==> src/design/brc_pkg.sv <==
// Shared types, codes and widths for the block residency controller.
package brc_pkg;

  localparam int unsigned ResW  = 3;
  localparam int unsigned CmdW  = 2;
  localparam int unsigned OpW   = 2;
  localparam int unsigned CondW = 4;

  // Residency states
  localparam logic [ResW-1:0] RS_NONE  = 3'd0;
  localparam logic [ResW-1:0] RS_MSET  = 3'd1;
  localparam logic [ResW-1:0] RS_MLOAD = 3'd2;
  localparam logic [ResW-1:0] RS_CREAT = 3'd3;
  localparam logic [ResW-1:0] RS_ASET  = 3'd4;
  localparam logic [ResW-1:0] RS_ALOAD = 3'd5;
  localparam logic [ResW-1:0] RS_AOK   = 3'd6;
  localparam logic [ResW-1:0] RS_DEL   = 3'd7;

  // Commands
  localparam logic [CmdW-1:0] CMD_NONE = 2'd0;
  localparam logic [CmdW-1:0] CMD_MAIN = 2'd1;
  localparam logic [CmdW-1:0] CMD_SEC  = 2'd2;
  localparam logic [CmdW-1:0] CMD_DEL  = 2'd3;

  // Data unit orders
  localparam logic [OpW-1:0] OP_NONE  = 2'd0;
  localparam logic [OpW-1:0] OP_MAIN  = 2'd1;
  localparam logic [OpW-1:0] OP_SEC   = 2'd2;
  localparam logic [OpW-1:0] OP_CLEAR = 2'd3;

  // Data unit condition codes
  localparam logic [CondW-1:0] DC_NONE  = 4'd0;
  localparam logic [CondW-1:0] DC_MLOAD = 4'd1;
  localparam logic [CondW-1:0] DC_MOK   = 4'd2;
  localparam logic [CondW-1:0] DC_ALOAD = 4'd3;
  localparam logic [CondW-1:0] DC_AOK   = 4'd4;
  localparam logic [CondW-1:0] DC_A2M   = 4'd5;
  localparam logic [CondW-1:0] DC_M2A   = 4'd6;
  localparam logic [CondW-1:0] DC_A2A   = 4'd7;
  localparam logic [CondW-1:0] DC_M2M   = 4'd8;

  typedef struct packed {
    logic [CmdW-1:0]  new_command;
    logic             load_arg;
    logic [CondW-1:0] data_condition;
    logic             others_ready;
    logic             pool_has_room;
  } item_t;

  typedef struct packed {
    logic [ResW-1:0] residency;
    logic [CmdW-1:0] pending_command;
    logic            saved_arg;
  } state_t;

  typedef struct packed {
    logic [ResW-1:0] residency_now;
    logic [CmdW-1:0] command_left;
    logic            unit_ready;
    logic [OpW-1:0]  issue_op;
    logic            issue_arg;
    logic            take_pool;
    logic            destroy_models;
    logic            create_models;
    logic            hide_models;
    logic            freeze_request;
  } result_t;

endpackage

==> src/design/brc_step.sv <==
// One frame step: command latch, command apply, condition advance, main load issue.
module brc_step (
  input  brc_pkg::item_t   item,
  input  brc_pkg::state_t  state,
  input  logic             no_mem_ctrl,
  output brc_pkg::state_t  state_nxt,
  output brc_pkg::result_t result
);

  always_comb begin
    logic [brc_pkg::ResW-1:0]  res;
    logic [brc_pkg::CmdW-1:0]  pend;
    logic                      arg;
    logic [brc_pkg::CondW-1:0] cond;
    logic [brc_pkg::OpW-1:0]   op;
    logic                      ready;
    logic                      take;
    logic                      destroy;
    logic                      create;
    logic                      hide;
    logic                      freeze;
    logic                      go;
    logic                      adv;

    res     = state.residency;
    pend    = state.pending_command;
    arg     = state.saved_arg;
    cond    = item.data_condition;
    op      = brc_pkg::OP_NONE;
    ready   = 1'b1;
    take    = 1'b0;
    destroy = 1'b0;
    create  = 1'b0;
    freeze  = 1'b0;
    go      = 1'b0;
    adv     = 1'b0;

    // Latch a new command with its argument
    if (item.new_command != brc_pkg::CMD_NONE) begin
      pend = item.new_command;
      arg  = item.load_arg;
    end
    hide = (pend == brc_pkg::CMD_SEC) || (pend == brc_pkg::CMD_DEL);

    // Apply pending command; a command hitting an in-flight transition stays queued
    unique case (pend)
      brc_pkg::CMD_MAIN: begin
        if (res == brc_pkg::RS_NONE || res == brc_pkg::RS_AOK) begin
          res  = brc_pkg::RS_MSET;
          pend = brc_pkg::CMD_NONE;
        end else if (res == brc_pkg::RS_MSET || res == brc_pkg::RS_MLOAD ||
                     res == brc_pkg::RS_CREAT) begin
          pend = brc_pkg::CMD_NONE;
        end
      end
      brc_pkg::CMD_SEC: begin
        if (res == brc_pkg::RS_CREAT || res == brc_pkg::RS_NONE) begin
          destroy = (res == brc_pkg::RS_CREAT);
          res     = brc_pkg::RS_ASET;
          pend    = brc_pkg::CMD_NONE;
        end else if (res == brc_pkg::RS_ASET || res == brc_pkg::RS_ALOAD ||
                     res == brc_pkg::RS_AOK) begin
          pend = brc_pkg::CMD_NONE;
        end
      end
      brc_pkg::CMD_DEL: begin
        if (res == brc_pkg::RS_CREAT || res == brc_pkg::RS_NONE ||
            res == brc_pkg::RS_AOK || res == brc_pkg::RS_DEL) begin
          destroy = (res == brc_pkg::RS_CREAT);
          res     = brc_pkg::RS_DEL;
          pend    = brc_pkg::CMD_NONE;
        end
      end
      default: begin
      end
    endcase

    // Advance from the data unit condition
    unique case (res)
      brc_pkg::RS_MLOAD: begin
        ready = 1'b0;
        if (cond == brc_pkg::DC_NONE || cond == brc_pkg::DC_MLOAD) begin
          freeze = 1'b1;
        end else if (cond == brc_pkg::DC_MOK) begin
          create = 1'b1;
          res    = brc_pkg::RS_CREAT;
          ready  = 1'b1;
        end
      end
      brc_pkg::RS_ASET: begin
        ready = 1'b0;
        if (cond == brc_pkg::DC_NONE || cond == brc_pkg::DC_MOK) begin
          op    = brc_pkg::OP_SEC;
          res   = brc_pkg::RS_ALOAD;
          ready = (cond == brc_pkg::DC_NONE);
        end else if (cond == brc_pkg::DC_M2A) begin
          res = brc_pkg::RS_ALOAD;
        end else if (cond == brc_pkg::DC_ALOAD || cond == brc_pkg::DC_AOK ||
                     cond == brc_pkg::DC_A2A) begin
          res   = brc_pkg::RS_ALOAD;
          ready = 1'b1;
        end
      end
      brc_pkg::RS_ALOAD: begin
        ready = 1'b0;
        if (cond == brc_pkg::DC_AOK) begin
          res   = brc_pkg::RS_AOK;
          ready = 1'b1;
        end else if (cond == brc_pkg::DC_ALOAD || cond == brc_pkg::DC_A2A) begin
          ready = 1'b1;
        end
      end
      brc_pkg::RS_DEL: begin
        ready = 1'b0;
        if (cond == brc_pkg::DC_NONE || cond == brc_pkg::DC_MOK ||
            cond == brc_pkg::DC_AOK) begin
          op    = brc_pkg::OP_CLEAR;
          res   = brc_pkg::RS_NONE;
          ready = 1'b1;
        end else if (cond == brc_pkg::DC_ALOAD || cond == brc_pkg::DC_A2A) begin
          ready = 1'b1;
        end
      end
      default: begin
      end
    endcase

    // Issue the main load once everyone is ready, gated by pool room unless no_mem_ctrl is set
    if (ready && item.others_ready && res == brc_pkg::RS_MSET) begin
      if (cond == brc_pkg::DC_NONE || cond == brc_pkg::DC_MLOAD) begin
        freeze = 1'b1;
      end
      if (cond == brc_pkg::DC_NONE || cond == brc_pkg::DC_MLOAD ||
          cond == brc_pkg::DC_AOK) begin
        if (no_mem_ctrl) begin
          go = 1'b1;
        end else if (item.pool_has_room) begin
          go   = 1'b1;
          take = 1'b1;
        end
        adv = go;
      end else if (cond == brc_pkg::DC_MOK || cond == brc_pkg::DC_A2M ||
                   cond == brc_pkg::DC_M2M) begin
        adv = 1'b1;
      end else if (cond == brc_pkg::DC_ALOAD || cond == brc_pkg::DC_M2A ||
                   cond == brc_pkg::DC_A2A) begin
        freeze = 1'b1;
      end
      if (go) begin
        op = brc_pkg::OP_MAIN;
      end
      if (adv) begin
        res = brc_pkg::RS_MLOAD;
      end
    end

    state_nxt.residency       = res;
    state_nxt.pending_command = pend;
    state_nxt.saved_arg       = arg;

    result.residency_now  = res;
    result.command_left   = pend;
    result.unit_ready     = ready;
    result.issue_op       = op;
    result.issue_arg      = (op == brc_pkg::OP_MAIN || op == brc_pkg::OP_SEC) ? arg : 1'b0;
    result.take_pool      = take;
    result.destroy_models = destroy;
    result.create_models  = create;
    result.hide_models    = hide;
    result.freeze_request = freeze;
  end

endmodule

==> src/design/block_residency_controller.sv <==
// Top level of the block residency controller: input register, step logic, result register.
// Takes one frame item per clock while in_stall is low. An accepted item is held in the input
// register, moves into the result register when that register is empty or being drained, and
// is offered on the out_ ports from then on. The residency state is updated as an item moves
// into the result register, so each item sees the state left by the one before it. The
// single-pass step logic between the two registers sets the rate of one item per cycle while
// out_stall is low. in_stall rises only when both registers are full and out_stall is high.
// The cfg port is always ready; write no_mem_ctrl only while no item is in flight.
module block_residency_controller (
  input  logic                       clk,
  input  logic                       rst_n,
  // configuration
  input  logic                       cfg_valid,
  output logic                       cfg_ready,
  input  logic                       cfg_no_mem_ctrl,
  // input items
  input  logic                       in_valid,
  output logic                       in_stall,
  input  logic [brc_pkg::CmdW-1:0]   in_new_command,
  input  logic                       in_load_arg,
  input  logic [brc_pkg::CondW-1:0]  in_data_condition,
  input  logic                       in_others_ready,
  input  logic                       in_pool_has_room,
  // result items
  output logic                       out_valid,
  input  logic                       out_stall,
  output logic [brc_pkg::ResW-1:0]   out_residency_now,
  output logic [brc_pkg::CmdW-1:0]   out_command_left,
  output logic                       out_unit_ready,
  output logic [brc_pkg::OpW-1:0]    out_issue_op,
  output logic                       out_issue_arg,
  output logic                       out_take_pool,
  output logic                       out_destroy_models,
  output logic                       out_create_models,
  output logic                       out_hide_models,
  output logic                       out_freeze_request
);

  logic              no_mem_ctrl_r;
  logic              s1_valid_r;
  brc_pkg::item_t    s1_item_r;
  brc_pkg::state_t   state_r;
  brc_pkg::state_t   state_nxt;
  logic              out_valid_r;
  brc_pkg::result_t  out_r;
  brc_pkg::result_t  result_nxt;
  logic              out_load;
  logic              s1_load;

  assign cfg_ready = 1'b1;

  // Result register takes a new item when empty or being drained
  assign out_load = !out_valid_r || !out_stall;
  assign in_stall = s1_valid_r && !out_load;
  assign s1_load  = !in_stall;

  brc_step u_step (
    .item        (s1_item_r),
    .state       (state_r),
    .no_mem_ctrl (no_mem_ctrl_r),
    .state_nxt   (state_nxt),
    .result      (result_nxt)
  );

  always_ff @(posedge clk) begin
    if (!rst_n) begin
      no_mem_ctrl_r <= 1'b0;
    end else if (cfg_valid && cfg_ready) begin
      no_mem_ctrl_r <= cfg_no_mem_ctrl;
    end
  end

  always_ff @(posedge clk) begin
    if (!rst_n) begin
      s1_valid_r  <= 1'b0;
      out_valid_r <= 1'b0;
      state_r     <= '0;
    end else begin
      if (s1_load) begin
        s1_valid_r <= in_valid;
      end
      if (out_load) begin
        out_valid_r <= s1_valid_r;
      end
      // Commit the step only when the item moves on
      if (out_load && s1_valid_r) begin
        state_r <= state_nxt;
      end
    end
  end

  always_ff @(posedge clk) begin
    if (s1_load && in_valid) begin
      s1_item_r.new_command    <= in_new_command;
      s1_item_r.load_arg       <= in_load_arg;
      s1_item_r.data_condition <= in_data_condition;
      s1_item_r.others_ready   <= in_others_ready;
      s1_item_r.pool_has_room  <= in_pool_has_room;
    end
    if (out_load && s1_valid_r) begin
      out_r <= result_nxt;
    end
  end

  assign out_valid          = out_valid_r;
  assign out_residency_now  = out_r.residency_now;
  assign out_command_left   = out_r.command_left;
  assign out_unit_ready     = out_r.unit_ready;
  assign out_issue_op       = out_r.issue_op;
  assign out_issue_arg      = out_r.issue_arg;
  assign out_take_pool      = out_r.take_pool;
  assign out_destroy_models = out_r.destroy_models;
  assign out_create_models  = out_r.create_models;
  assign out_hide_models    = out_r.hide_models;
  assign out_freeze_request = out_r.freeze_request;

endmodule

==> config.mk <==
export PLATFORM = sky130hd
export DESIGN_NAME = block_residency_controller
export DESIGN_NICKNAME = d
export VERILOG_FILES = /design/src/design/brc_pkg.sv /design/src/design/brc_step.sv /design/src/design/block_residency_controller.sv
export SDC_FILE = /design/constraint.sdc
export NUM_CORES = 1
export LEC_CHECK = 0
export BUFFER_PORTS_ARGS = -buffer_cell sky130_fd_sc_hd__buf_2
export CORE_MARGIN = 3
export CORE_UTILIZATION = 50
export DETAILED_ROUTE_END_ITERATION = 10
export GPL_ROUTABILITY_DRIVEN = 1
export PLACE_DENSITY_LB_ADDON = 0.05
export SYNTH_ARGS = -nofsm -noshare
export SYNTH_HDL_FRONTEND = slang
export SYNTH_SLANG_ARGS = --single-unit
export TNS_END_PERCENT = 100
==> constraint.sdc <==
create_clock -name clk -period 3 [get_ports clk]
set_input_delay 0.45 -clock clk [delete_from_list [all_inputs] [get_ports clk]]
set_output_delay 0.45 -clock clk [all_outputs]
set_load 0.03 [all_outputs]
-- Yosys cells after proc, flatten, opt, wreduce, memory -nomap -nowiden
Index checks and enable logic that the tools add are counted.
- $add $sub $neg: 0
- $mul: 0
- divide/modulo/power cells: 0
- $lt $le $gt $ge: 0
- equal/unequal tests: 25
- shift-type cells: 0
- muxes and demuxes: 53
- bitwise gates (word level): 2
- reduce and logical (&&, ||, !) cells: 35
- operators by type and width (operator ; count):
    3-bit two-way mux ; 12
    1-bit two-way mux ; 25
    1-bit logical OR ; 22
    3-bit equality test (second input constant) ; 7
    2-bit two-way mux ; 10
    4-bit by 3-bit equality test with 1-bit output (second input constant) ; 4
    3-bit case mux with 4 select lines ; 1
    3-bit by 2-bit equality test with 1-bit output (second input constant) ; 3
    3-bit case mux with 3 select lines ; 1
    4-bit by 2-bit equality test with 1-bit output (second input constant) ; 2
    2-bit equality test (second input constant) ; 3
    3-bit by 1-bit equality test with 1-bit output (second input constant) ; 2
    2-bit case mux with 3 select lines ; 1
    1-bit logical AND ; 5
    2-bit by 1-bit equality test with 1-bit output (second input constant) ; 2
    4-bit by 1-bit equality test with 1-bit output (second input constant) ; 1
    4-bit equality test (second input constant) ; 1
    1-bit zero test ; 4
    4-bit zero test ; 1
    1-bit case mux with 4 select lines ; 1
    2-bit case mux with 2 select lines ; 1
    3-bit zero test ; 1
    3-bit OR reduction ; 1
    1-bit inverter ; 2
    2 further kinds ; 2
- register bits: 32
- bits in latches: 0
- RAM bits: 0
- bits in read-only memories: 0
- input bits: 15
- output and inout bits: 17
- word-level logic and storage cells: 136
- memories kept: 0

-- Logic depth before layout (Yosys ltp)
- depth in word-level cells: 17
- mapped depth: 8
- gate-level depth less buffers: 7

-- Hierarchy
From an unflattened synthesis, not the netlist that was laid out.
- cells, all modules: 197
- area total of the unflattened synthesis: 1924.3 um2
- modules (own cells, without submodules) (module ; instances ; cells an instance ; area an instance (um2) ; seq. area each (um2)):
    block_residency_controller ; 1 ; 62 ; 1069.8 ; 870.8
    brc_step ; 1 ; 135 ; 854.6 ; 0.0

-- Worst setup path after synthesis
No wires, ideal clock.
- path type: in2reg
- from: input out_stall
- to: register state_r[0] in the netlist's numbering
- library setup time: 0.117 ns
- arrival: 2.113 ns
- data required time: 2.883 ns
- setup slack: 0.771 ns
- stages: 4
- path buffers: 0
- cell sequence: a21boi_1 o21ai_0 mux2i_1 nor2b_1
- cells in the longest elaborated chain, start to end: 3
- ends and longest elaborated chain (what ; RTL line ; source):
    start, declared ; block_residency_controller.sv:26 ; input logic out_stall,
    1-bit zero test ; block_residency_controller.sv:53 ; assign out_load = !out_valid_r || !out_stall;
    1-bit logical OR ; block_residency_controller.sv:53 ;
    1-bit logical AND ; block_residency_controller.sv:86 ; if (out_load && s1_valid_r) begin
    end signal, assigned ; block_residency_controller.sv:87 ; state_r <= state_nxt;
    end, declared ; block_residency_controller.sv:42 ; brc_pkg::state_t state_r;
Every way passes these cells.
A chain may end at the register's enable or synchronous reset.

==> run summary <==
Final hold viol count: 0
Source-to-sink clock delay at the later pin of the worst-skew pair: 0.28 ns
Number of detailed-route iterations in the first pass: 4
Hold_sp: in_data_condition[1]
DR DRC count: 0
Area contributors post-synth: sky130_fd_sc_hd__edfxtp_1 36%, sky130_fd_sc_hd__dfxtp_1 9.5%, sky130_fd_sc_hd__nor2_1 3.2%
MaxCap Viol Count: 0
Portion of synthesized cell area occupied by the leading cell type: 36.3%
Endpoint required time on the critical path: 3.02 ns
Height of the chip: 67.7 µm
Number of antenna repair diodes: 0
Post-layout nets: 224
Worst R2R Start: state_r[3]$_SDFFE_PN0P_
Top Ports: 32
Net Count, Synth: 195
Wire length of the first global-routing pass: 6300 µm
Number of clock sinks: 32
Status: finished, final reports clean
Number of global-route vias before repair: 1341
Number of distinct library cell variants in the gate-level netlist after synthesis: 62
Post-CTS clock slew at the launch and capture registers of the worst setup and hold paths: 0.07 ns
Total negative setup slack: 0 ns
Arrival time at the worst endpoint: 2.57 ns
CTS Buf Count: 5
Number of instances in the synthesized netlist: 180
Most used standard cell by instance count after synthesis: sky130_fd_sc_hd__edfxtp_1
Worst Setup Start Kind: flop
Final RePlAce weighted congestion: 0.978
Setup repair after global routing missed its margin: no
Buffer cell driving the clock tree root: sky130_fd_sc_hd__clkbuf_8
Proportion of synthesized chip area in sequential cells: 45.7%
FF-to-FF path depth: 7
Setup fix buffers added after clock tree synthesis: 0
Transition time at the pin with the least slew margin: 0.720 ns
Commonest cells in the synthesized netlist: 23 x sky130_fd_sc_hd__edfxtp_1, 16 x sky130_fd_sc_hd__nor2_1, 10 x sky130_fd_sc_hd__a21oi_1, 10 x sky130_fd_sc_hd__nand2_1
Number of buffers between clock root and the deepest sink: 2
All-Layer GR Usage: 18.8%
Most frequently used flop master after synthesis: sky130_fd_sc_hd__edfxtp_1
Cell area power density: 520 nW/µm²
Flop and latch count out of synthesis: 32
Vias: 1466
Resized cells post-CTS: 0
Warnings, synthesis: 0
Mapped Avg Cell Area: 10.6 µm²
Critical path start-end classification: flop to flop
Crit path max fanout: 14
Ys async rst share: 0%
Port bufs: 30
Quantity of hold-fixing buffers added after cts: 0
Standby leakage power: 0.806 nW
R2R Setup Slk: 0.45 ns
Area enclosed by the die boundary: 4590 µm²
Dominant cell type by area after synthesis: sky130_fd_sc_hd__edfxtp_1
Clock period minus final worst setup slack: 2.55 ns
Post-synth design cell area: 1900 µm²
Class of the worst hold path: input pin to flop
Post-DRT Antenna Nets: 0
Number of enable flip-flop cells after synthesis: 23
Antenna violations before repair: 0
Worst Hold Path Cells: 1
Endpoint of the lowest-slack register-to-register path: out_freeze_request$_DFFE_PP_
Ratio of cells with drive above 1 in the final layout: 27.6%
Skew final: 0.00731 ns
Final-layout worst hold slack: 0.337 ns
Initial cell density of the core: 54.5%
Site Rows: 21
Number of H-tree levels: 2
Max Clock Freq: 0.392 GHz
Pin count of the biggest net entering global routing: 24
CTS tree: yes
Aggregate global routing overflow: 0
Worst rel slew slack: 51.9%
Crit share post-route: 85.0%
Die width: 67.7 µm
Area growth syn-to-layout: 12.5%
Crit path capture type: flop
Drt first-iter violations: 79
Routed via count divided by cell count: 5.73
Terminating pin of the worst hold path: s1_item_r[3]$_DFFE_PP_
Dpl hpwl: 2910 µm
Setup Viol. Count Final: 0
Peak supply drop: 0.460 mV
Routed wire length: 3880 µm
Core Area: 3490 µm²
Fill cells: 279
Post-detailed-route wirelength per cell: 15.2 µm
Count of pins over their slew limit: 0
## through the flow
| step | cells | worst slack, ns | total power [mW] | instance area [µm²] | util [%] |
|---|---|---|---|---|---|
| 3_5_place_dp | 248 | 0.509 | 0.720 | 2030 | 58.1 |
| 4_1_cts | 256 | 0.510 | 1.12 | 2140 | 61.3 |
| 3_3_place_gp | 248 | 0.639 | 0.719 | 2030 | 58.1 |
| 5_1_grt | 256 | 0.361 | 1.16 | 2140 | 61.3 |
| 2_1_floorplan | 180 | 0.771 | 0.680 | 1900 | - |
| 6_report | 256 | 0.449 | 1.11 | 2140 | 61.3 |
## power by group
group	internal (mW)	switching [mW]	leakage, nW
combinational	0.0726	0.109	0.453
clock	0.245	0.158	0.0541
sequential	0.501	0.0286	0.298
## sequential cells by signal (all words and copies together), names as in the netlist
register and cells:
out_issue_op 2, state_r 6, out_hide_models 1, s1_valid_r 1
out_residency_now 3, out_take_pool 1, s1_item_r 9, out_destroy_models 1
out_issue_arg 1, out_unit_ready 1, no_mem_ctrl_r 1, out_valid 1
out_command_left 2, out_create_models 1, out_freeze_request 1
## worst max path at each step
| stage | end | depth (start not counted) | slack (ns) | startpoint |
|---|---|---|---|---|
| after floorplan | state_r[0]$_SDFFE_PN0P_ | 4 | 0.77 | out_stall |
| after global placement | out_freeze_request$_DFFE_PP_ | 7 | 0.64 | s1_item_r[2]$_DFFE_PP_ |
| after detailed placement | out_freeze_request$_DFFE_PP_ | 7 | 0.51 | s1_item_r[7]$_DFFE_PP_ |
| after CTS | out_freeze_request$_DFFE_PP_ | 7 | 0.51 | s1_item_r[7]$_DFFE_PP_ |
| after global routing | out_residency_now[1]$_DFFE_PP_ | 7 | 0.36 | s1_item_r[2]$_DFFE_PP_ |
| final | out_freeze_request$_DFFE_PP_ | 7 | 0.45 | state_r[3]$_SDFFE_PN0P_ |
## metal layers
| layer | routed length (µm) | share of wire [%] | GRT usage [%] |
|---|---|---|---|
| met5 | 0 | 0 | 0 |
| met4 | 85 | 2.2 | 8.86 |
| met3 | 235 | 6.1 | 3.16 |
| met2 | 1820 | 47 | 30.3 |
| met1 | 1740 | 45 | 24.6 |
## critical path, stage by stage, from the launching register on
cell	delay, ns
sky130_fd_sc_hd__dfxtp_1	0.68
sky130_fd_sc_hd__nor2_1	0.23
sky130_fd_sc_hd__inv_1	0.12
sky130_fd_sc_hd__o221ai_1	0.11
sky130_fd_sc_hd__a222oi_1	0.61
sky130_fd_sc_hd__nor2_1	0.17
sky130_fd_sc_hd__a32oi_1	0.27
sky130_fd_sc_hd__a2111oi_1	0.08
## cell type report
cell class	count	area [µm²]	share of cell area [%]
Inverter	8	30.0	1.40
Timing Repair Buffer	33	173	8.06
Clock inverter	3	42.5	1.98
Multi-Input combinational cell	129	901	42.0
Sequential cell	32	871	40.6
Tap cell	46	57.6	2.69
Clock buffer	5	68.8	3.21
## cells in the final DEF, fill, tap and decap left out, drive strengths merged, types with 2 or more instances in the layout
master,n
a211oi,4
a21boi,4
a21oi,11
a221oi,2
and2,2
and2b,2
buf,33
clkbuf,5
dfxtp,9
edfxtp,23
inv,8
mux2i,5
nand2,11
nand3,2
nand4,2
nor2,18
nor2b,11
nor3,4
nor3b,4
o21a,3
o21ai,10
o21bai,2
o221ai,4
o22ai,2
o32ai,2
xnor2,2
## kinds of logic after synthesis
group,count (synthesis),share of synthesized area (%)
compound gates,54,21.9
xor+xnor,3,1.38
fa+ha+maj,1,0.526
buf+inv,19,7.16
mux,5,2.63
simple gates,65,20.4
other cells,1,0.197
flops,32,45.7
(Power assumes the default switching activity.)
